<file path="src/rtl/core/prq_pkg.sv">
`default_nettype none

package prq_pkg;

    localparam int QUEUE_DEPTH    = 16;
    localparam int ID_WIDTH       = 8;
    localparam int PRIORITY_WIDTH = 4;
    localparam int COUNT_WIDTH    = $clog2(QUEUE_DEPTH + 1);

    typedef enum logic [1:0] {
        CMD_INSERT  = 2'd0,
        CMD_POP     = 2'd1,
        CMD_COMPARE = 2'd2,
        CMD_NONE    = 2'd3
    } command_t;

    typedef enum logic [1:0] {
        STATUS_OK    = 2'd0,
        STATUS_EMPTY = 2'd1,
        STATUS_FULL  = 2'd2
    } status_t;

    typedef enum logic [1:0] {
        CMP_HEAD_HIGHER = 2'd0,
        CMP_EQUAL       = 2'd1,
        CMP_HEAD_LOWER  = 2'd2,
        CMP_EMPTY       = 2'd3
    } compare_t;

    // One queue slot as seen by its neighbors.
    typedef struct packed {
        logic                      valid;
        logic [PRIORITY_WIDTH-1:0] priority_val;
        logic [ID_WIDTH-1:0]       id;
    } entry_t;

    // Broadcast from the top level to every cell.
    typedef struct packed {
        logic                      insert;
        logic                      pop;
        logic [PRIORITY_WIDTH-1:0] new_priority;
        logic [ID_WIDTH-1:0]       new_id;
    } cell_ctl_t;

endpackage

`default_nettype wire

</file>
<file path="src/rtl/core/prq_cell.sv">
`default_nettype none

module prq_cell (
    input  wire logic               clk,
    input  wire logic               rst_n,
    input  wire prq_pkg::cell_ctl_t ctl,
    input  wire prq_pkg::entry_t    prev_entry,
    input  wire logic               prev_flag,
    input  wire prq_pkg::entry_t    next_entry,
    output prq_pkg::entry_t         entry,
    output logic                    flag
);

    logic                               valid_reg;
    logic                               valid_next;
    logic [prq_pkg::PRIORITY_WIDTH-1:0] priority_reg;
    logic [prq_pkg::PRIORITY_WIDTH-1:0] priority_next;
    logic [prq_pkg::ID_WIDTH-1:0]       id_reg;
    logic [prq_pkg::ID_WIDTH-1:0]       id_next;

    // The new entry belongs in front of this slot when the slot is empty or holds a
    // strictly lower priority; equal priorities stay ahead to keep arrival order.
    assign flag = !valid_reg || (priority_reg < ctl.new_priority);

    always_comb
    begin
        valid_next    = valid_reg;
        priority_next = priority_reg;
        id_next       = id_reg;
        priority if (ctl.insert && flag && !prev_flag)
        begin
            valid_next    = 1'b1;
            priority_next = ctl.new_priority;
            id_next       = ctl.new_id;
        end
        else if (ctl.insert && flag)
        begin
            valid_next    = prev_entry.valid;
            priority_next = prev_entry.priority_val;
            id_next       = prev_entry.id;
        end
        else if (ctl.pop)
        begin
            valid_next    = next_entry.valid;
            priority_next = next_entry.priority_val;
            id_next       = next_entry.id;
        end
        else
        begin
            valid_next    = valid_reg;
            priority_next = priority_reg;
            id_next       = id_reg;
        end
    end

    always_ff @(posedge clk or negedge rst_n)
    begin
        if (!rst_n)
        begin
            valid_reg <= 1'b0;
        end
        else
        begin
            valid_reg <= valid_next;
        end
    end

    always_ff @(posedge clk)
    begin
        priority_reg <= priority_next;
        id_reg       <= id_next;
    end

    assign entry.valid        = valid_reg;
    assign entry.priority_val = priority_reg;
    assign entry.id           = id_reg;

endmodule

`default_nettype wire

</file>
<file path="src/rtl/core/priority_ready_queue.sv">
`default_nettype none

// Sorted ready queue for a scheduler, built as a row of slot cells.
// Command channel: drive command, process_id and priority_req with start high;
// the transfer happens at a rising edge where start is high and busy is low.
// busy stays low, so a command can be issued in every cycle.
// Insert places the entry behind all entries of greater or equal priority;
// pop returns the head and every cell takes its lower neighbor's entry;
// compare checks the head priority against priority_req.
// Each cell decides locally from its own slot, its neighbors and the broadcast
// command, so the sustained rate is one command per cycle.
// The result appears on status, out_id, out_priority, compare_result and
// occupancy with done high for exactly one cycle, the cycle after the command
// transfer. The receiver cannot stall; a result is taken in that cycle.
// Reset clears every slot's valid bit and the entry count; the queue is usable
// as soon as reset is released.
module priority_ready_queue (
    input  wire logic                               clk,
    input  wire logic                               rst_n,
    input  wire logic                               start,
    output logic                                    busy,
    input  wire logic [1:0]                         command,
    input  wire logic [prq_pkg::ID_WIDTH-1:0]       process_id,
    input  wire logic [prq_pkg::PRIORITY_WIDTH-1:0] priority_req,
    output logic                                    done,
    output logic [1:0]                              status,
    output logic [prq_pkg::ID_WIDTH-1:0]            out_id,
    output logic [prq_pkg::PRIORITY_WIDTH-1:0]      out_priority,
    output logic [1:0]                              compare_result,
    output logic [prq_pkg::COUNT_WIDTH-1:0]         occupancy
);

    localparam int DEPTH = prq_pkg::QUEUE_DEPTH;

    prq_pkg::entry_t    entries [DEPTH];
    logic [DEPTH-1:0]   flags;
    logic [DEPTH-1:0]   valid_vec;
    prq_pkg::cell_ctl_t ctl;
    prq_pkg::command_t  cmd;
    prq_pkg::entry_t    empty_entry;
    logic               accept;
    logic               full;
    logic               empty;

    logic [prq_pkg::COUNT_WIDTH-1:0]    count_reg;
    logic [prq_pkg::COUNT_WIDTH-1:0]    count_next;
    logic                               done_reg;
    logic [1:0]                         status_reg;
    logic [1:0]                         status_next;
    logic [prq_pkg::ID_WIDTH-1:0]       out_id_reg;
    logic [prq_pkg::ID_WIDTH-1:0]       out_id_next;
    logic [prq_pkg::PRIORITY_WIDTH-1:0] out_priority_reg;
    logic [prq_pkg::PRIORITY_WIDTH-1:0] out_priority_next;
    logic [1:0]                         compare_reg;
    logic [1:0]                         compare_next;

    assign busy        = 1'b0;
    assign accept      = start && !busy;
    assign cmd         = prq_pkg::command_t'(command);
    assign empty       = !entries[0].valid;
    assign full        = entries[DEPTH-1].valid;
    assign empty_entry = '0;

    assign ctl.insert       = accept && (cmd == prq_pkg::CMD_INSERT) && !full;
    assign ctl.pop          = accept && (cmd == prq_pkg::CMD_POP) && !empty;
    assign ctl.new_priority = priority_req;
    assign ctl.new_id       = process_id;

    for (genvar i = 0; i < DEPTH; i++)
    begin : g_cell
        prq_cell u_cell (
            .clk        (clk),
            .rst_n      (rst_n),
            .ctl        (ctl),
            .prev_entry ((i == 0) ? empty_entry : entries[(i == 0) ? 0 : i - 1]),
            .prev_flag  ((i == 0) ? 1'b0 : flags[(i == 0) ? 0 : i - 1]),
            .next_entry ((i == DEPTH - 1) ? empty_entry
                                          : entries[(i == DEPTH - 1) ? i : i + 1]),
            .entry      (entries[i]),
            .flag       (flags[i])
        );
        assign valid_vec[i] = entries[i].valid;
    end

    always_comb
    begin
        count_next        = count_reg;
        status_next       = prq_pkg::STATUS_OK;
        out_id_next       = '0;
        out_priority_next = '0;
        compare_next      = prq_pkg::CMP_HEAD_HIGHER;
        unique case (cmd)
            prq_pkg::CMD_INSERT:
            begin
                if (full)
                begin
                    status_next = prq_pkg::STATUS_FULL;
                end
                else
                begin
                    count_next = count_reg + 1'b1;
                end
            end
            prq_pkg::CMD_POP:
            begin
                if (empty)
                begin
                    status_next = prq_pkg::STATUS_EMPTY;
                end
                else
                begin
                    out_id_next       = entries[0].id;
                    out_priority_next = entries[0].priority_val;
                    count_next        = count_reg - 1'b1;
                end
            end
            prq_pkg::CMD_COMPARE:
            begin
                priority if (empty)
                    compare_next = prq_pkg::CMP_EMPTY;
                else if (entries[0].priority_val > priority_req)
                    compare_next = prq_pkg::CMP_HEAD_HIGHER;
                else if (entries[0].priority_val == priority_req)
                    compare_next = prq_pkg::CMP_EQUAL;
                else
                    compare_next = prq_pkg::CMP_HEAD_LOWER;
            end
            default:
            begin
                count_next = count_reg;
            end
        endcase
    end

    always_ff @(posedge clk or negedge rst_n)
    begin
        if (!rst_n)
        begin
            count_reg <= '0;
            done_reg  <= 1'b0;
        end
        else
        begin
            done_reg <= accept;
            if (accept)
            begin
                count_reg <= count_next;
            end
        end
    end

    always_ff @(posedge clk)
    begin
        if (accept)
        begin
            status_reg       <= status_next;
            out_id_reg       <= out_id_next;
            out_priority_reg <= out_priority_next;
            compare_reg      <= compare_next;
        end
    end

    assign done           = done_reg;
    assign status         = status_reg;
    assign out_id         = out_id_reg;
    assign out_priority   = out_priority_reg;
    assign compare_result = compare_reg;
    assign occupancy      = count_reg;

`ifndef SYNTH
    // The count must track the number of occupied cells.
    a_count_matches: assert property (@(posedge clk) disable iff (!rst_n)
        int'(count_reg) == $countones(valid_vec))
        else $error("entry count differs from occupied cells");

    // Occupied cells always form a contiguous run from the head.
    a_valid_prefix: assert property (@(posedge clk) disable iff (!rst_n)
        (valid_vec & (valid_vec + 1'b1)) == '0)
        else $error("occupied cells are not contiguous from the head");

    // The first two cells stay in priority order.
    a_head_sorted: assert property (@(posedge clk) disable iff (!rst_n)
        entries[1].valid |-> (entries[0].priority_val >= entries[1].priority_val))
        else $error("head cells out of priority order");

    // One result strobe for each transfer, in the cycle after it.
    a_done_follows: assert property (@(posedge clk) disable iff (!rst_n)
        accept |=> done)
        else $error("result strobe missing after a transfer");
`endif

endmodule

`default_nettype wire
</file>
<file path="config.mk">
export PLATFORM = sky130hd
export DESIGN_NAME = priority_ready_queue
export DESIGN_NICKNAME = d
export VERILOG_FILES = /design/src/rtl/core/prq_pkg.sv /design/src/rtl/core/prq_cell.sv /design/src/rtl/core/priority_ready_queue.sv
export SDC_FILE = /design/constraint.sdc
export NUM_CORES = 1
export LEC_CHECK = 0
export BUFFER_PORTS_ARGS = -buffer_cell sky130_fd_sc_hd__buf_2
export CAP_MARGIN = 0
export CELL_PAD_IN_SITES_DETAIL_PLACEMENT = 1
export CELL_PAD_IN_SITES_GLOBAL_PLACEMENT = 2
export CORE_UTILIZATION = 35
export DETAILED_ROUTE_END_ITERATION = 10
export PLACE_DENSITY_LB_ADDON = 0.25
export SLEW_MARGIN = 0
export SYNTH_ARGS = -nofsm -noshare
export SYNTH_HDL_FRONTEND = slang
export SYNTH_SLANG_ARGS = --single-unit
</file>
<file path="constraint.sdc">
create_clock -name clk -period 3.4 [get_ports clk]
set_input_delay 0.51 -clock clk [delete_from_list [all_inputs] [get_ports clk]]
set_output_delay 0.51 -clock clk [all_outputs]
set_load 0.01 [all_outputs]
</file>
### Word level (Yosys, flattened, before mapping)

Index checks and enable logic that the tools add are counted.

| storage, ports and cells | value |
|---|---|
| latch bits | 0 |
| word-level logic and storage cells | 330 |
| input bits | 17 |
| register bits | 230 |
| ROM bits | 0 |
| output and inout port bits | 23 |
| memories | 0 |
| bits in writable memories | 0 |

| cells by class | value |
|---|---|
| shift operators | 0 |
| divide/modulo/power cells | 0 |
| muxes and demuxes | 150 |
| magnitude comparators | 17 |
| add/sub/neg operators | 2 |
| bitwise gates (word level) | 0 |
| reduce and logical (&&, ||, !) cells | 102 |
| multipliers | 0 |
| equality and inequality tests | 5 |

Operators with widths:

| kind | count |
|---|---|
| $mux 8 | 47 |
| $mux 4 | 47 |
| $lt 4x4->1 | 16 |
| $mux 1 | 48 |
| $reduce_bool 3->1 | 15 |
| $logic_and 1x1->1 | 35 |
| $logic_not 1->1 | 31 |
| $logic_or 1x1->1 | 16 |
| $mux 5 | 2 |
| $pmux 5 s2 | 1 |
| $mux 2 | 4 |
| $add 5x1->5 const B | 1 |
| $sub 5x1->5 const B | 1 |
| $eq 4x4->1 | 1 |
| $gt 4x4->1 | 1 |
| $pmux 2 s2 | 1 |
| $reduce_and 4->1 | 1 |
| $reduce_bool 2->1 | 2 |
| $eq 2x1->1 const B | 1 |
| $eq 2x2->1 const B | 1 |
| $logic_not 2->1 | 1 |
| $ne 2x1->1 const B | 1 |
| $ne 2x2->1 const B | 1 |
| $reduce_and 2->1 | 1 |

### Depth between registers and ports, before layout

Gate-level depths: netlist of the first run.

| logic depth | value |
|---|---|
| word-level depth | 6 |
| depth in mapped cells | 10 |
| depth with buffers taken out | 7 |

### Cells and area by module

Synthesis of the first run repeated with hierarchy kept, for this count alone.

| unflattened totals | value |
|---|---|
| cell total of the unflattened synthesis | 1046 |
| area, all modules | 14829.2 sq um |

By module, submodules not included:

| module | cells each | instances | area each (sq um) | sequential area each (sq um) |
|---|---|---|---|---|
| prq_cell | 60 | 16 | 859.6 | 385.4 |
| priority_ready_queue | 86 | 1 | 1076.0 | 630.6 |

### Worst setup path after synthesis of the first run

OpenSTA, ideal clock, no wires.

| path | value |
|---|---|
| kind | in2reg |
| from | input priority_req[2] in the netlist's numbering |
| to | register g_cell[12].u_cell.id_reg[0] in the netlist's numbering (enable) |
| setup slack | 0.121 ns |
| arrival | 2.882 ns |
| path buffers | 1 |
| data required time | 3.002 ns |
| cell stages on the path | 8 |
| cell sequence | clkbuf_1 > inv_1 > ha_1 > a21oi_1 > o21ai_0 > a21oi_1 > nor2_1 > o21ai_0 |

| between the ends | value |
|---|---|
| cells in the longest elaborated chain, start to end | 5 |

Ends and longest elaborated chain:

| item | RTL line | text |
|---|---|---|
| from (decl) | priority_ready_queue.sv:24 | `input wire logic [prq_pkg::PRIORITY_WIDTH-1:0] priority_req,` |
| $lt 4x4->1 | prq_cell.sv:23 | `assign flag = !valid_reg \|\| (priority_reg < ctl.new_priority);` |
| $logic_or 1x1->1 | prq_cell.sv:23 |  |
| $logic_and 1x1->1 or $logic_not 1->1 (tied branches) | prq_cell.sv:30, prq_cell.sv:36 |  |
| $logic_and 1x1->1 | prq_cell.sv:30 | `priority if (ctl.insert && flag && !prev_flag)` |
| $reduce_bool 3->1 (no line) * | -- |  |
| to (signal assigned) | prq_cell.sv:71 | `id_reg <= id_next;` |
| to (decl) | prq_cell.sv:18 | `logic [prq_pkg::ID_WIDTH-1:0] id_reg;` |

Mark *: on every way between the ends. The rest lies on a longest branch, timed or not.
A chain may end at the register's enable or synchronous reset.

### Final worst setup path of the first run

| path | value |
|---|---|
| from | input priority_req[2] in the netlist's numbering |
| to | register g_cell[5].u_cell.id_reg[2] in the netlist's numbering, data pin |

| between the ends | value |
|---|---|
| cells in the longest elaborated chain, start to end | 5 |

Ends and longest elaborated chain:

| item | RTL line | text |
|---|---|---|
| $lt 4x4->1 | prq_cell.sv:23 |  |
| $logic_or 1x1->1 | prq_cell.sv:23 |  |
| $logic_and 1x1->1 or $logic_not 1->1 (tied branches) | prq_cell.sv:30, prq_cell.sv:36 |  |
| $mux 8 or $logic_and 1x1->1 (tied branches) | prq_cell.sv:36, prq_cell.sv:30 |  |
| $mux 8 * | prq_cell.sv:30 |  |
| named net g_cell[5].u_cell.id_next (one bit) | prq_cell.sv:19 | `logic [prq_pkg::ID_WIDTH-1:0] id_next;` |
| to (signal assigned) | prq_cell.sv:71 |  |
| to (decl) | prq_cell.sv:18 |  |

Mark *: on every way through the listed nets, which the timed path passes. The rest lies on a longest branch.

==> reports/results.ini, run 1 <==
[place]
dpl.hpwl_um=29200
port_buffers=38
place_congestion=0.825

[clocking]
tritoncts=yes
clkSinkCount=230
clockBufferDepth=3
post_cts.resized_instances=0
cts_root_buffer=sky130_fd_sc_hd__clkbuf_16
post_cts_hold_buffer_count=0
htree_num_levels=1
source_to_sink_clock_delay_at_the_later_pin_of_the_worst_skew_pair_ps=580
clkSlewWorstSetupHoldPaths_ps=60
cts_post_setup_buffers_inserted=0
cts-buffers-inserted=28

[finish]
area_growth_pct=10.9
largest_register_ffs=128
final_nets=1389
filler_cell_count=4287
proportion_of_layout_cells_with_a_drive_suffix_above_1_pct=18.2
finish.utilization_pct=39.3
antennaDiodeCount=0

[synthesis]
synth_simple_gate_area_share_pct=14.2
yosys_warnings=0
multiplexer_share_of_the_synthesized_area_pct=2.03
netlist.top_cell.by_area=sky130_fd_sc_hd__edfxtp_1
synth-adder-area-share_pct=4.62
synth-compound-area-share_pct=23.5
yosys.cell_types.count=49
cell_with_the_most_instances_after_synthesis=sky130_fd_sc_hd__edfxtp_1
synth-async-reset-ratio_pct=9.57
count_of_flip_flops_with_a_built_in_enable_after_synthesis=208
ys_top_cells_by_area=sky130_fd_sc_hd__edfxtp_1 (46%), sky130_fd_sc_hd__a31oi_1 (6.3%), sky130_fd_sc_hd__a21bo_2 (5.2%)
netlist_instances=1332
ys_ff_latch=230
synth.yosys.seq_area_share_pct=49.6
average_footprint_of_a_synthesized_cell_sq_um=10.3
netlist_top_cells_count=sky130_fd_sc_hd__edfxtp_1 (208), sky130_fd_sc_hd__nor2_1 (147), sky130_fd_sc_hd__a31oi_1 (139), sky130_fd_sc_hd__nand3_1 (137), sky130_fd_sc_hd__clkbuf_1 (88)
synth-xor-area-share_pct=0.256
post_synth_instance_area_sq_um=13700
dominant_combinational_cell_family_by_area_after_synthesis=compound AO/OA/AOI/OAI gates
dominantRegCellSynth=sky130_fd_sc_hd__edfxtp_1
synthesis.nets=1399
synth_top_cell_area_share_pct=45.6

[critical_path]
timing.critical_path.arrival_ps=3120
critPathRequiredTime_ps=3790
critical_path_peak_fanout=15
setup.worst_path.end_class=register
worstSetupStartpointType=input pin
critPathKind=input pin to register

[die]
width_of_the_chip_um=200
ports=40
core_area_sq_um=38600
core.rowCount=72
initial_utilization_pct=35.4
dieHeight_um=200
die_area_sq_um=39900

[job]
maxCapViolations=0

[sta]
relSlewSlack_pct=31.7
timing_max_transition_violations_final=0
setup_viol=0
timing.setup.tns_ps=0
hold_slack_ps=28.3
grt_setup_unrepaired=false
hold_viol=0
final.setup_skew_ps=32.4
layout_worst_path_cycle_share_pct=80.5
layout_min_cycle_time_ps=2740
tightestPinTransition_ps=1020
fmax_mhz=366

[drt]
first_iter_violations=579
antenna_violating_nets_left=0
route.detailed.drc=0
num_vias=10700
routed_wire_length_per_instance_um=23.3
drt_wl_total_um=43400
post_drt_via_cell_ratio=5.74
first_pass_iters=5

[grt]
number_of_antenna_violations_at_the_first_check_in_global_routing=0
grt_start_max_net_pins=30
globalRoute.totalOverflow=0
grt_pass1_vias=11200
wire_length_of_the_first_global_routing_pass_um=67500
grt_util_all_layers_pct=22.2

[power]
powerDensity_nw_per_um2=661
power.static_leakage_uw=0.00562
vdd_drop_max_v=0.000381

[outcome]
outcome=finished, final reports clean

[hold_path]
timing.hold.worst.class=input pin to async pin

-- where the power goes --
part | leakage (uW) | internal (uW) | switching [uW]
sequential | 0.00221 | 3660 | 614
combinational | 0.00295 | 983 | 1650
clock | 0.000468 | 1870 | 1250
total | 0.00562 | 6520 | 3520
-- metal layers --
metal  part of all wire (%)  wire (um)  vias up  global-route usage (%)
met2                     50      21700      201                    38.3
met3                    3.1       1360       81                    2.22
li1                       -          -     4984                       -
met4                    2.8       1200        0                    7.10
met5                      0          0        -                       0
met1                     44      19200     5415                    29.3
-- area by class of cell --
cell class	instances	area (sq um)	area share (%)
tap	518	648	4.27
multi-input combinational	940	6120	40.3
timing repair buffer	85	543	3.57
sequential	230	6800	44.7
clock buffer	42	813	5.35
inverter	37	139	0.914
clock inverter	10	135	0.889
-- final timing paths --
| kind | from | end | slack (ps) | depth (start not counted) |
|---|---|---|---|---|
| worst max-delay path | priority_req[2] | g_cell[5].u_cell.id_reg[2]$_DFFE_PP_ | 660 | 8 |
| worst min-delay path | rst_n | g_cell[0].u_cell.valid_reg$_DFFE_PN0P_ | 30 | 1 |
| worst max register to register | g_cell[15].u_cell.valid_reg$_DFFE_PN0P_ | g_cell[7].u_cell.id_reg[3]$_DFFE_PP_ | 840 | 4 |
| worst min register to register | occupancy[4]$_DFFE_PN0P_ | occupancy[4]$_DFFE_PN0P_ | 480 | 1 |
| max in group asynchronous | rst_n | g_cell[10].u_cell.valid_reg$_DFFE_PN0P_ | 2830 | 1 |
| min in group clk | start | done$_DFF_PN0_ | 170 | 1 |
-- per-stage QoR --
step / cell area [sq um] / power, uW / worst slack [ps] / instances
after global routing: 15200 / 10600 / 489 / 1862
after CTS: 15200 / 10100 / 702 / 1862
final: 15200 / 10000 / 664 / 1862
after global placement: 14200 / 6880 / 144 / 1810
after floorplan: 13700 / 6080 / 121 / 1332
after detailed placement: 14200 / 6960 / 123 / 1810
-- cell usage in the layout (no fill, tap or decap), types with 6 or more instances in the layout --
master and instances:
sky130_fd_sc_hd__a21bo_2 71, sky130_fd_sc_hd__a21boi_0 12, sky130_fd_sc_hd__a21o_1 18, sky130_fd_sc_hd__a21oi_1 41, sky130_fd_sc_hd__a21oi_2 7, sky130_fd_sc_hd__a22o_1 12, sky130_fd_sc_hd__a22oi_1 11, sky130_fd_sc_hd__a31oi_1 139
sky130_fd_sc_hd__a31oi_2 9, sky130_fd_sc_hd__and3_1 34, sky130_fd_sc_hd__buf_2 38, sky130_fd_sc_hd__buf_4 47, sky130_fd_sc_hd__clkbuf_1 8, sky130_fd_sc_hd__clkbuf_16 28, sky130_fd_sc_hd__clkbuf_8 6, sky130_fd_sc_hd__dfrtp_1 22
sky130_fd_sc_hd__edfxtp_1 208, sky130_fd_sc_hd__ha_1 49, sky130_fd_sc_hd__inv_1 37, sky130_fd_sc_hd__mux2_2 14, sky130_fd_sc_hd__mux2i_1 12, sky130_fd_sc_hd__nand2_1 38, sky130_fd_sc_hd__nand2b_1 25, sky130_fd_sc_hd__nand3_1 137
sky130_fd_sc_hd__nor2_1 147, sky130_fd_sc_hd__nor2b_1 6, sky130_fd_sc_hd__o21a_1 6, sky130_fd_sc_hd__o21ai_0 80, sky130_fd_sc_hd__o21bai_1 8, sky130_fd_sc_hd__o31a_1 19, sky130_fd_sc_hd__o41a_1 6, sky130_fd_sc_hd__or2_2 6
-- worst max-delay path, cell delays in order --
cell and delay, ps:
sky130_fd_sc_hd__buf_2 120, sky130_fd_sc_hd__inv_1 580, sky130_fd_sc_hd__ha_1 380, sky130_fd_sc_hd__a21oi_1 120
sky130_fd_sc_hd__o21ai_0 210, sky130_fd_sc_hd__a21oi_1 740, sky130_fd_sc_hd__o21ai_0 220, sky130_fd_sc_hd__a31oi_1 230
-- cells by family after synthesis --
family          Yosys count
buf+inv                 162
simple gates            406
mux                      26
compound gates          453
xor+xnor                  4
flops                   230
other cells               1
fa+ha+maj                50
Note: power is estimated with default switching activity, not from simulation.
==> inputs of run 2 (changes only) <==
ABC_AREA = 1   (was not set)
clock period = 2.7 ns   (was 3.4 ns; I/O delays follow)
==> run 2 against run 1 <==
Clock-buffer cell count shrank 3. Clock skew is 5.2 ps lower. Worst setup slack got worse by 300 ps. Die area up 3.7%. Register-to-register slack got worse by 480 ps. Highest routed layer unchanged. Largest power group unchanged. Cell area increased by 6.3%.
==> reports/results.ini, run 2 <==
[synthesis]
synth_top_cell_area_share_pct=44.0  ; was 45.6%
yosys_warnings=0  ; unchanged
netlist.top_cell.by_area=sky130_fd_sc_hd__edfxtp_1  ; unchanged
dominantRegCellSynth=sky130_fd_sc_hd__edfxtp_1  ; unchanged
ys_top_cells_by_area=sky130_fd_sc_hd__edfxtp_1 (44%), sky130_fd_sc_hd__nand2_1 (23%), sky130_fd_sc_hd__nand3_1 (5.1%)  ; was sky130_fd_sc_hd__edfxtp_1 (46%), sky130_fd_sc_hd__a31oi_1 (6.3%), sky130_fd_sc_hd__a21bo_2 (5.2%)
post_synth_instance_area_sq_um=14200  ; was 13700 sq um
synthesis.nets=1938  ; was 1399
netlist_instances=1871  ; was 1332
ys_ff_latch=230  ; unchanged
yosys.cell_types.count=33  ; was 49
cell_with_the_most_instances_after_synthesis=sky130_fd_sc_hd__nand2_1  ; was sky130_fd_sc_hd__edfxtp_1
synth-async-reset-ratio_pct=9.57  ; unchanged
count_of_flip_flops_with_a_built_in_enable_after_synthesis=208  ; unchanged
synth.yosys.seq_area_share_pct=47.8  ; was 49.6%
netlist_top_cells_count=sky130_fd_sc_hd__nand2_1 (852), sky130_fd_sc_hd__edfxtp_1 (208), sky130_fd_sc_hd__inv_1 (154), sky130_fd_sc_hd__nor2_1 (152), sky130_fd_sc_hd__nand3_1 (146)  ; was sky130_fd_sc_hd__edfxtp_1 (208), sky130_fd_sc_hd__nor2_1 (147), sky130_fd_sc_hd__a31oi_1 (139), sky130_fd_sc_hd__nand3_1 (137), sky130_fd_sc_hd__clkbuf_1 (88)
average_footprint_of_a_synthesized_cell_sq_um=7.60  ; was 10.3 sq um

[drt]
first_iter_violations=713  ; was 579
route.detailed.drc=0  ; unchanged
post_drt_via_cell_ratio=4.97  ; was 5.74
drt_wl_total_um=46500  ; was 43400 um
antenna_violating_nets_left=0  ; unchanged
first_pass_iters=5  ; unchanged
routed_wire_length_per_instance_um=18.9  ; was 23.3 um
num_vias=12200  ; was 10700

[place]
place_congestion=0.840  ; was 0.825
dpl.hpwl_um=33900  ; was 29200 um
port_buffers=38  ; unchanged

[finish]
most-common-layout-cells=sky130_fd_sc_hd__nand2_1 (852), sky130_fd_sc_hd__edfxtp_1 (208), sky130_fd_sc_hd__inv_1 (154)  ; was sky130_fd_sc_hd__edfxtp_1 (208), sky130_fd_sc_hd__nor2_1 (147), sky130_fd_sc_hd__a31oi_1 (139)
largest_register_ffs=128  ; unchanged
mostFrequentLayoutCell=sky130_fd_sc_hd__nand2_1  ; was sky130_fd_sc_hd__edfxtp_1
final_nets=1977  ; was 1389
antennaDiodeCount=0  ; unchanged
proportion_of_layout_cells_with_a_drive_suffix_above_1_pct=10.5  ; was 18.2%
area_growth_pct=13.6  ; was 10.9%
finish.utilization_pct=40.5  ; was 39.3%

[clocking]
source_to_sink_clock_delay_at_the_later_pin_of_the_worst_skew_pair_ps=580  ; about the same
clkSlewWorstSetupHoldPaths_ps=60  ; about the same
cts_root_buffer=sky130_fd_sc_hd__clkbuf_16  ; unchanged
clockBufferDepth=3  ; unchanged
cts-buffers-inserted=30  ; was 28
htree_num_levels=1  ; unchanged
post_cts.resized_instances=0  ; unchanged
clkSinkCount=230  ; unchanged
tritoncts=yes  ; unchanged

[hold_path]
timing.hold.worst.class=input pin to register  ; was input pin to async pin
worstHoldPathCells=2

[power]
vdd_drop_max_v=0.000483  ; was 0.000381 V
seq_power_share_pct=42.1  ; was 42.6%
power.combinational.fraction_pct=21.3  ; was 26.2%
power.clock.fraction_pct=36.6  ; was 31.1%
power.switching_uw=3760  ; was 3520 uW
powerDensity_nw_per_um2=735  ; was 661 nW/um^2
internal-power_uw=8100  ; was 6520 uW
power.static_leakage_uw=0.00804  ; was 0.00562 uW
p_sw_share_pct=31.7  ; was 35.1%

[sta]
fmax_mhz=428
grt_setup_unrepaired=false  ; unchanged
layout_min_cycle_time_ps=2340
final.setup_skew_ps=27.2  ; was 32.4 ps
layout_worst_path_cycle_share_pct=86.5
relSlewSlack_pct=32.7  ; was 31.7%
hold_viol=0  ; unchanged
tightestPinTransition_ps=1010  ; was 1020 ps
timing.setup.tns_ps=0  ; unchanged
setup_viol=0  ; unchanged
timing_max_transition_violations_final=0  ; unchanged

[critical_path]
critPathKind=register to register  ; was input pin to register
worstSetupStartpoint=g_cell[5].u_cell.priority_reg[3]$_DFFE_PP_  ; was priority_req[2]
endpoint=g_cell[5].u_cell.id_reg[4]$_DFFE_PP_  ; was g_cell[5].u_cell.id_reg[2]$_DFFE_PP_
worst_r2r_endpoint=g_cell[5].u_cell.id_reg[4]$_DFFE_PP_  ; was g_cell[7].u_cell.id_reg[3]$_DFFE_PP_
critPathRequiredTime_ps=3020  ; was 3790 ps
timing.reg2reg.setup_slack_ps=360  ; was 840 ps
critical_path_peak_fanout=10  ; was 15
worstSetupStartpointType=register  ; was input pin
timing.critical_path.arrival_ps=2660  ; was 3120 ps
setup.worst_path.end_class=register  ; unchanged
reg_to_reg_startpoint=g_cell[5].u_cell.priority_reg[3]$_DFFE_PP_  ; was g_cell[15].u_cell.valid_reg$_DFFE_PN0P_
ff2ff_path_depth=10  ; was 4

[outcome]
outcome=finished, final reports clean  ; unchanged

[die]
dieHeight_um=204  ; was 200 um
ports=40  ; unchanged
core_area_sq_um=39900  ; was 38600 sq um
core.rowCount=73  ; was 72
initial_utilization_pct=35.6  ; was 35.4%
die_area_sq_um=41400  ; was 39900 sq um
width_of_the_chip_um=204  ; was 200 um

[grt]
grt_pass1_vias=12700  ; was 11200
number_of_antenna_violations_at_the_first_check_in_global_routing=0  ; unchanged
wire_length_of_the_first_global_routing_pass_um=72600  ; was 67500 um
grt_start_max_net_pins=36  ; was 30
grt_util_all_layers_pct=22.8  ; was 22.2%
globalRoute.totalOverflow=0  ; unchanged

[job]
maxCapViolations=0  ; unchanged

[run 2: cell types whose count changed after synthesis, moves of 19 or more]
cell                       previous run  this run
sky130_fd_sc_hd__nand2_1             38       852
sky130_fd_sc_hd__a31oi_1            139         0
sky130_fd_sc_hd__inv_1               37       154
sky130_fd_sc_hd__a21bo_2             71         0
sky130_fd_sc_hd__clkbuf_1            88        19
sky130_fd_sc_hd__o21ai_0             80        19
sky130_fd_sc_hd__a21oi_1             41        80
sky130_fd_sc_hd__buf_2               17        53
sky130_fd_sc_hd__and3_1              34         0
sky130_fd_sc_hd__nand2b_1            25         0
sky130_fd_sc_hd__nand2_2              0        24
sky130_fd_sc_hd__o31a_1              19         0
[run 2: metal layers]
metal	vias to the layer above	wire length, um	GRT usage [%]
li1	6050	-	-
met2	146	23300	40.6
met1	5973	21200	29.9
met4	0	845	4.40
met5	-	0	0
met3	49	1240	2.54
[run 2: repair_timing]
action | 4_1_cts | 5_1_grt
buffers inserted | 0 | 0
hold endpoints to repair | 22 | 0
hold buffers | 1 | 0
[run 2: worst min path at each step]
stage,start,end
after floorplan,rst_n,done$_DFF_PN0_
after global placement,rst_n,occupancy[2]$_DFFE_PN0P_
after detailed placement,rst_n,occupancy[2]$_DFFE_PN0P_
after CTS,command[0],status[1]$_DFFE_PP_
after global routing,command[0],status[1]$_DFFE_PP_
final,command[0],status[1]$_DFFE_PP_
[run 2: cell families (layout without fill, tap and decap cells)]
family,after synthesis,in the layout,share of synthesized area (%)
other,1,1,0.0264
and+or+nand+nor,1208,1208,35.0
adders and majority gates,50,50,4.46
AOI/OAI and AO/OA,119,119,4.38
DFF,230,230,47.8
buffers and inverters,257,319,7.93
xor gates and xnor gates,5,5,0.308
muxes,1,1,0.0792
[run 2: worst max-delay path, stage by stage, from the launching register on]
cell and delay [ps]:
sky130_fd_sc_hd__edfxtp_1 460, sky130_fd_sc_hd__ha_1 330, sky130_fd_sc_hd__nand2_1 50, sky130_fd_sc_hd__inv_1 50, sky130_fd_sc_hd__nand2_1 70, sky130_fd_sc_hd__nand2_1 90, sky130_fd_sc_hd__nand2_1 160, sky130_fd_sc_hd__nand3_1 240
sky130_fd_sc_hd__clkinv_1 360, sky130_fd_sc_hd__nand2_1 190, sky130_fd_sc_hd__nand2_1 90
[run 2: area by class of cell]
class | count | area, sq um
well taps | 525 | 657
flip-flops and latches | 230 | 6800
clock inverters | 16 | 233
inverters | 162 | 611
fillers | 4877 | 23800
repair buffers | 102 | 736
multi-input cells | 1384 | 6290
clock buffers | 39 | 826
[run 2: power by group through the flow]
| stage | combinational (uW) | sequential, uW | clock, uW |
|---|---|---|---|
| after floorplan | 1800 | 4850 | 0 |
| after global routing | 2900 | 5050 | 4540 |
| final | 2530 | 5000 | 4340 |
| after detailed placement | 2550 | 5070 | 0 |
| after CTS | 2570 | 5000 | 4450 |
| after global placement | 2460 | 5070 | 0 |
[run 2: stage by stage]
stage               setup WS [ps]  cell area [sq um]  instances  hold slack (ps)  total power [uW]
global route                  204              16100       2458              136             12500
floorplan                     223              14200       1871              109              6650
detailed placement            132              15100       2402              476              7620
finish                        365              16100       2458              132             11900
global placement              201              15100       2402              469              7520
CTS                           370              16100       2458              103             12000
==> inputs of run 3 (changes only) <==
CTS_BUF_LIST = sky130_fd_sc_hd__clkbuf_8   (was not set)
==> run 3 against run 2 <==
Fmax grew 2.2%. Non-clock buffer count is the same. First-iteration DRC count shrank 7.0%. Utilization shrank 0.55 points. Critical path type unchanged.
==> reports/results.ini, run 3 (same netlist as run 2, synthesis figures left out) <==
[sta]
layout_worst_path_cycle_share_pct=84.6  ; was 86.5%
timing.setup.tns_ps=0  ; unchanged
tightestPinTransition_ps=980  ; was 1010 ps
hold_viol=0  ; unchanged
hold_slack_ps=82.8  ; was 132 ps
final.setup_skew_ps=36.9  ; was 27.2 ps
layout_min_cycle_time_ps=2290  ; was 2340 ps
timing_max_transition_violations_final=0  ; unchanged
layout_setup_ws_ps=415  ; was 365 ps
setup_viol=0  ; unchanged
grt_setup_unrepaired=false  ; unchanged
fmax_mhz=438  ; was 428 MHz
relSlewSlack_pct=34.4  ; was 32.7%

[finish]
proportion_of_layout_cells_with_a_drive_suffix_above_1_pct=10.8  ; was 10.5%
area_growth_pct=12.1  ; was 13.6%
largest_register_ffs=128  ; unchanged
final_nets=1993  ; was 1977
final_design_area_no_fill_sq_um=15900  ; was 16100 sq um
most-common-layout-cells=sky130_fd_sc_hd__nand2_1 (852), sky130_fd_sc_hd__edfxtp_1 (208), sky130_fd_sc_hd__inv_1 (175)  ; was sky130_fd_sc_hd__nand2_1 (852), sky130_fd_sc_hd__edfxtp_1 (208), sky130_fd_sc_hd__inv_1 (154)
mostFrequentLayoutCell=sky130_fd_sc_hd__nand2_1  ; unchanged
filler_cell_count=4925  ; was 4877

[critical_path]
timing.reg2reg.setup_slack_ps=410  ; was 360 ps
slowest_stage=sky130_fd_sc_hd__edfxtp_1  ; unchanged
worstSetupStartpointType=register  ; unchanged
setup.worst_path.end_class=register  ; unchanged
critPathRequiredTime_ps=3060  ; was 3020 ps
cp_cell_sequence=ha_1, a21oi_1, nand2_2, nand2_2, nand3_1, buf_4, nor2_1, nor2_1  ; was ha_1, nand2_1, inv_1, nand2_1, nand2_1, nand2_1, nand3_1, clkinv_1, nand2_1, nand2_1
critPathKind=register to register  ; unchanged
critPathMaxStageDelay_ps=480  ; was 460 ps
timing.critical_path.arrival_ps=2650  ; was 2660 ps
critical_path_peak_fanout=8  ; was 10

[die]
ports=40  ; unchanged
core_area_sq_um=39900  ; unchanged
die_area_sq_um=41400  ; unchanged
width_of_the_chip_um=204  ; unchanged
initial_utilization_pct=35.6  ; unchanged
core.rowCount=73  ; unchanged
dieHeight_um=204  ; unchanged

[place]
place_worst_setup_slack_ps=132  ; unchanged
placedInstanceArea_sq_um=15100  ; unchanged
dpl.hpwl_um=33900  ; unchanged
place_congestion=0.840  ; unchanged
port_buffers=38  ; unchanged

[drt]
route.detailed.drc=0  ; unchanged
first_pass_iters=5  ; unchanged
routed_wire_length_per_instance_um=18.8  ; was 18.9 um
drt_wl_total_um=46700  ; was 46500 um
antenna_violating_nets_left=0  ; unchanged
post_drt_via_cell_ratio=4.94  ; was 4.97
first_iter_violations=663  ; was 713
num_vias=12300  ; was 12200

[grt]
globalRoute.totalOverflow=0  ; unchanged
grt_pass1_vias=12800  ; was 12700
number_of_antenna_violations_at_the_first_check_in_global_routing=1  ; was 0
wire_length_of_the_first_global_routing_pass_um=72900  ; was 72600 um
grt_util_all_layers_pct=23.2  ; was 22.8%
grt_start_max_net_pins=36  ; unchanged

[clocking]
clkSinkCount=230  ; unchanged
cts-buffers-inserted=46  ; was 30
clockBufferDepth=3  ; unchanged
source_to_sink_clock_delay_at_the_later_pin_of_the_worst_skew_pair_ps=640  ; was 580 ps
htree_num_levels=2  ; was 1
clkSlewWorstSetupHoldPaths_ps=60  ; about the same
cts_root_buffer=sky130_fd_sc_hd__clkbuf_8  ; was sky130_fd_sc_hd__clkbuf_16
tritoncts=yes  ; unchanged

[outcome]
outcome=finished, final reports clean  ; unchanged

[power]
powerDensity_nw_per_um2=682  ; was 735 nW/um^2
p_sw_share_pct=34.7  ; was 31.7%
power.static_leakage_uw=0.00802  ; was 0.00804 uW
seq_power_share_pct=46.1  ; was 42.1%
internal-power_uw=7090  ; was 8100 uW
power.clock.fraction_pct=30.7  ; was 36.6%
power.combinational.fraction_pct=23.3  ; was 21.3%
vdd_drop_max_v=0.000298  ; was 0.000483 V
power.switching_uw=3760  ; about the same

[job]
maxCapViolations=0  ; unchanged

[hold_path]
timing.hold.worst.class=input pin to register  ; unchanged

## run 3: path summary, 6_finish.rpt
kind / to / from / depth (start not counted)
min in group asynchronous: occupancy[2]$_DFFE_PN0P_ / rst_n / 2
worst min-delay path: status[1]$_DFFE_PP_ / command[0] / 2
worst min register to register: g_cell[14].u_cell.valid_reg$_DFFE_PN0P_ / g_cell[15].u_cell.valid_reg$_DFFE_PN0P_ / 2
max in group asynchronous: g_cell[8].u_cell.valid_reg$_DFFE_PN0P_ / rst_n / 2
worst max-delay path: g_cell[7].u_cell.id_reg[7]$_DFFE_PP_ / g_cell[7].u_cell.priority_reg[3]$_DFFE_PP_ / 8
worst max register to register: g_cell[7].u_cell.id_reg[7]$_DFFE_PP_ / g_cell[7].u_cell.priority_reg[3]$_DFFE_PP_ / 8
## run 3: per-stage QoR
step / utilization [%] / power [uW] / instances
finish: 39.9 / 10900 / 2488
global route: 39.9 / 11500 / 2488
CTS: 39.9 / 11000 / 2487
detailed placement: 37.8 / 7620 / 2402
global placement: 37.8 / 7520 / 2402
floorplan: - / 6650 / 1871
## run 3: per-layer routing
metal,wire [um],global-route usage [%]
met2,23200,40.4
met4,844,5.75
met1,21000,29.7
met5,0,0
met3,1600,3.82
## run 3: repair_timing
action | 4_1_cts | 5_1_grt
hold buffers | 1 | 0
endpoints found under the hold margin | 22 | 0
endpoints found under the setup margin | 0 | 0
resized for setup | 0 | 0
setup buffers | 0 | 0
## run 3: area by class of cell
class / count / area [sq um] / area share [%]
Antenna cell: 1 / 2.50 / 0.0157
Clock buffer: 50 / 688 / 4.32
Clock inverter: 34 / 146 / 0.919
Inverter: 162 / 611 / 3.83
Multi-Input combinational cell: 1384 / 6290 / 39.5
Sequential cell: 230 / 6800 / 42.7
Tap cell: 525 / 657 / 4.13
Timing Repair Buffer: 102 / 736 / 4.62
## run 3: power by group through the flow
stage          Combinational [uW]  Sequential [uW]  Clock [uW]
2_1_floorplan                1800             4850           0
3_3_place_gp                 2460             5070           0
3_5_place_dp                 2550             5070           0
4_1_cts                      2560             5010        3450
5_1_grt                      2900             5050        3590
6_report                     2520             5000        3330
## run 3: critical path: cells and delay by family (launching register included)
family                   cells  cell delay [ps]
buffers and inverters        1              240
flip-flops                   1              480
AO/OA/AOI/OAI                1              210
AND/OR/NAND/NOR              5              750
adder cells (fa/ha/maj)      1              340
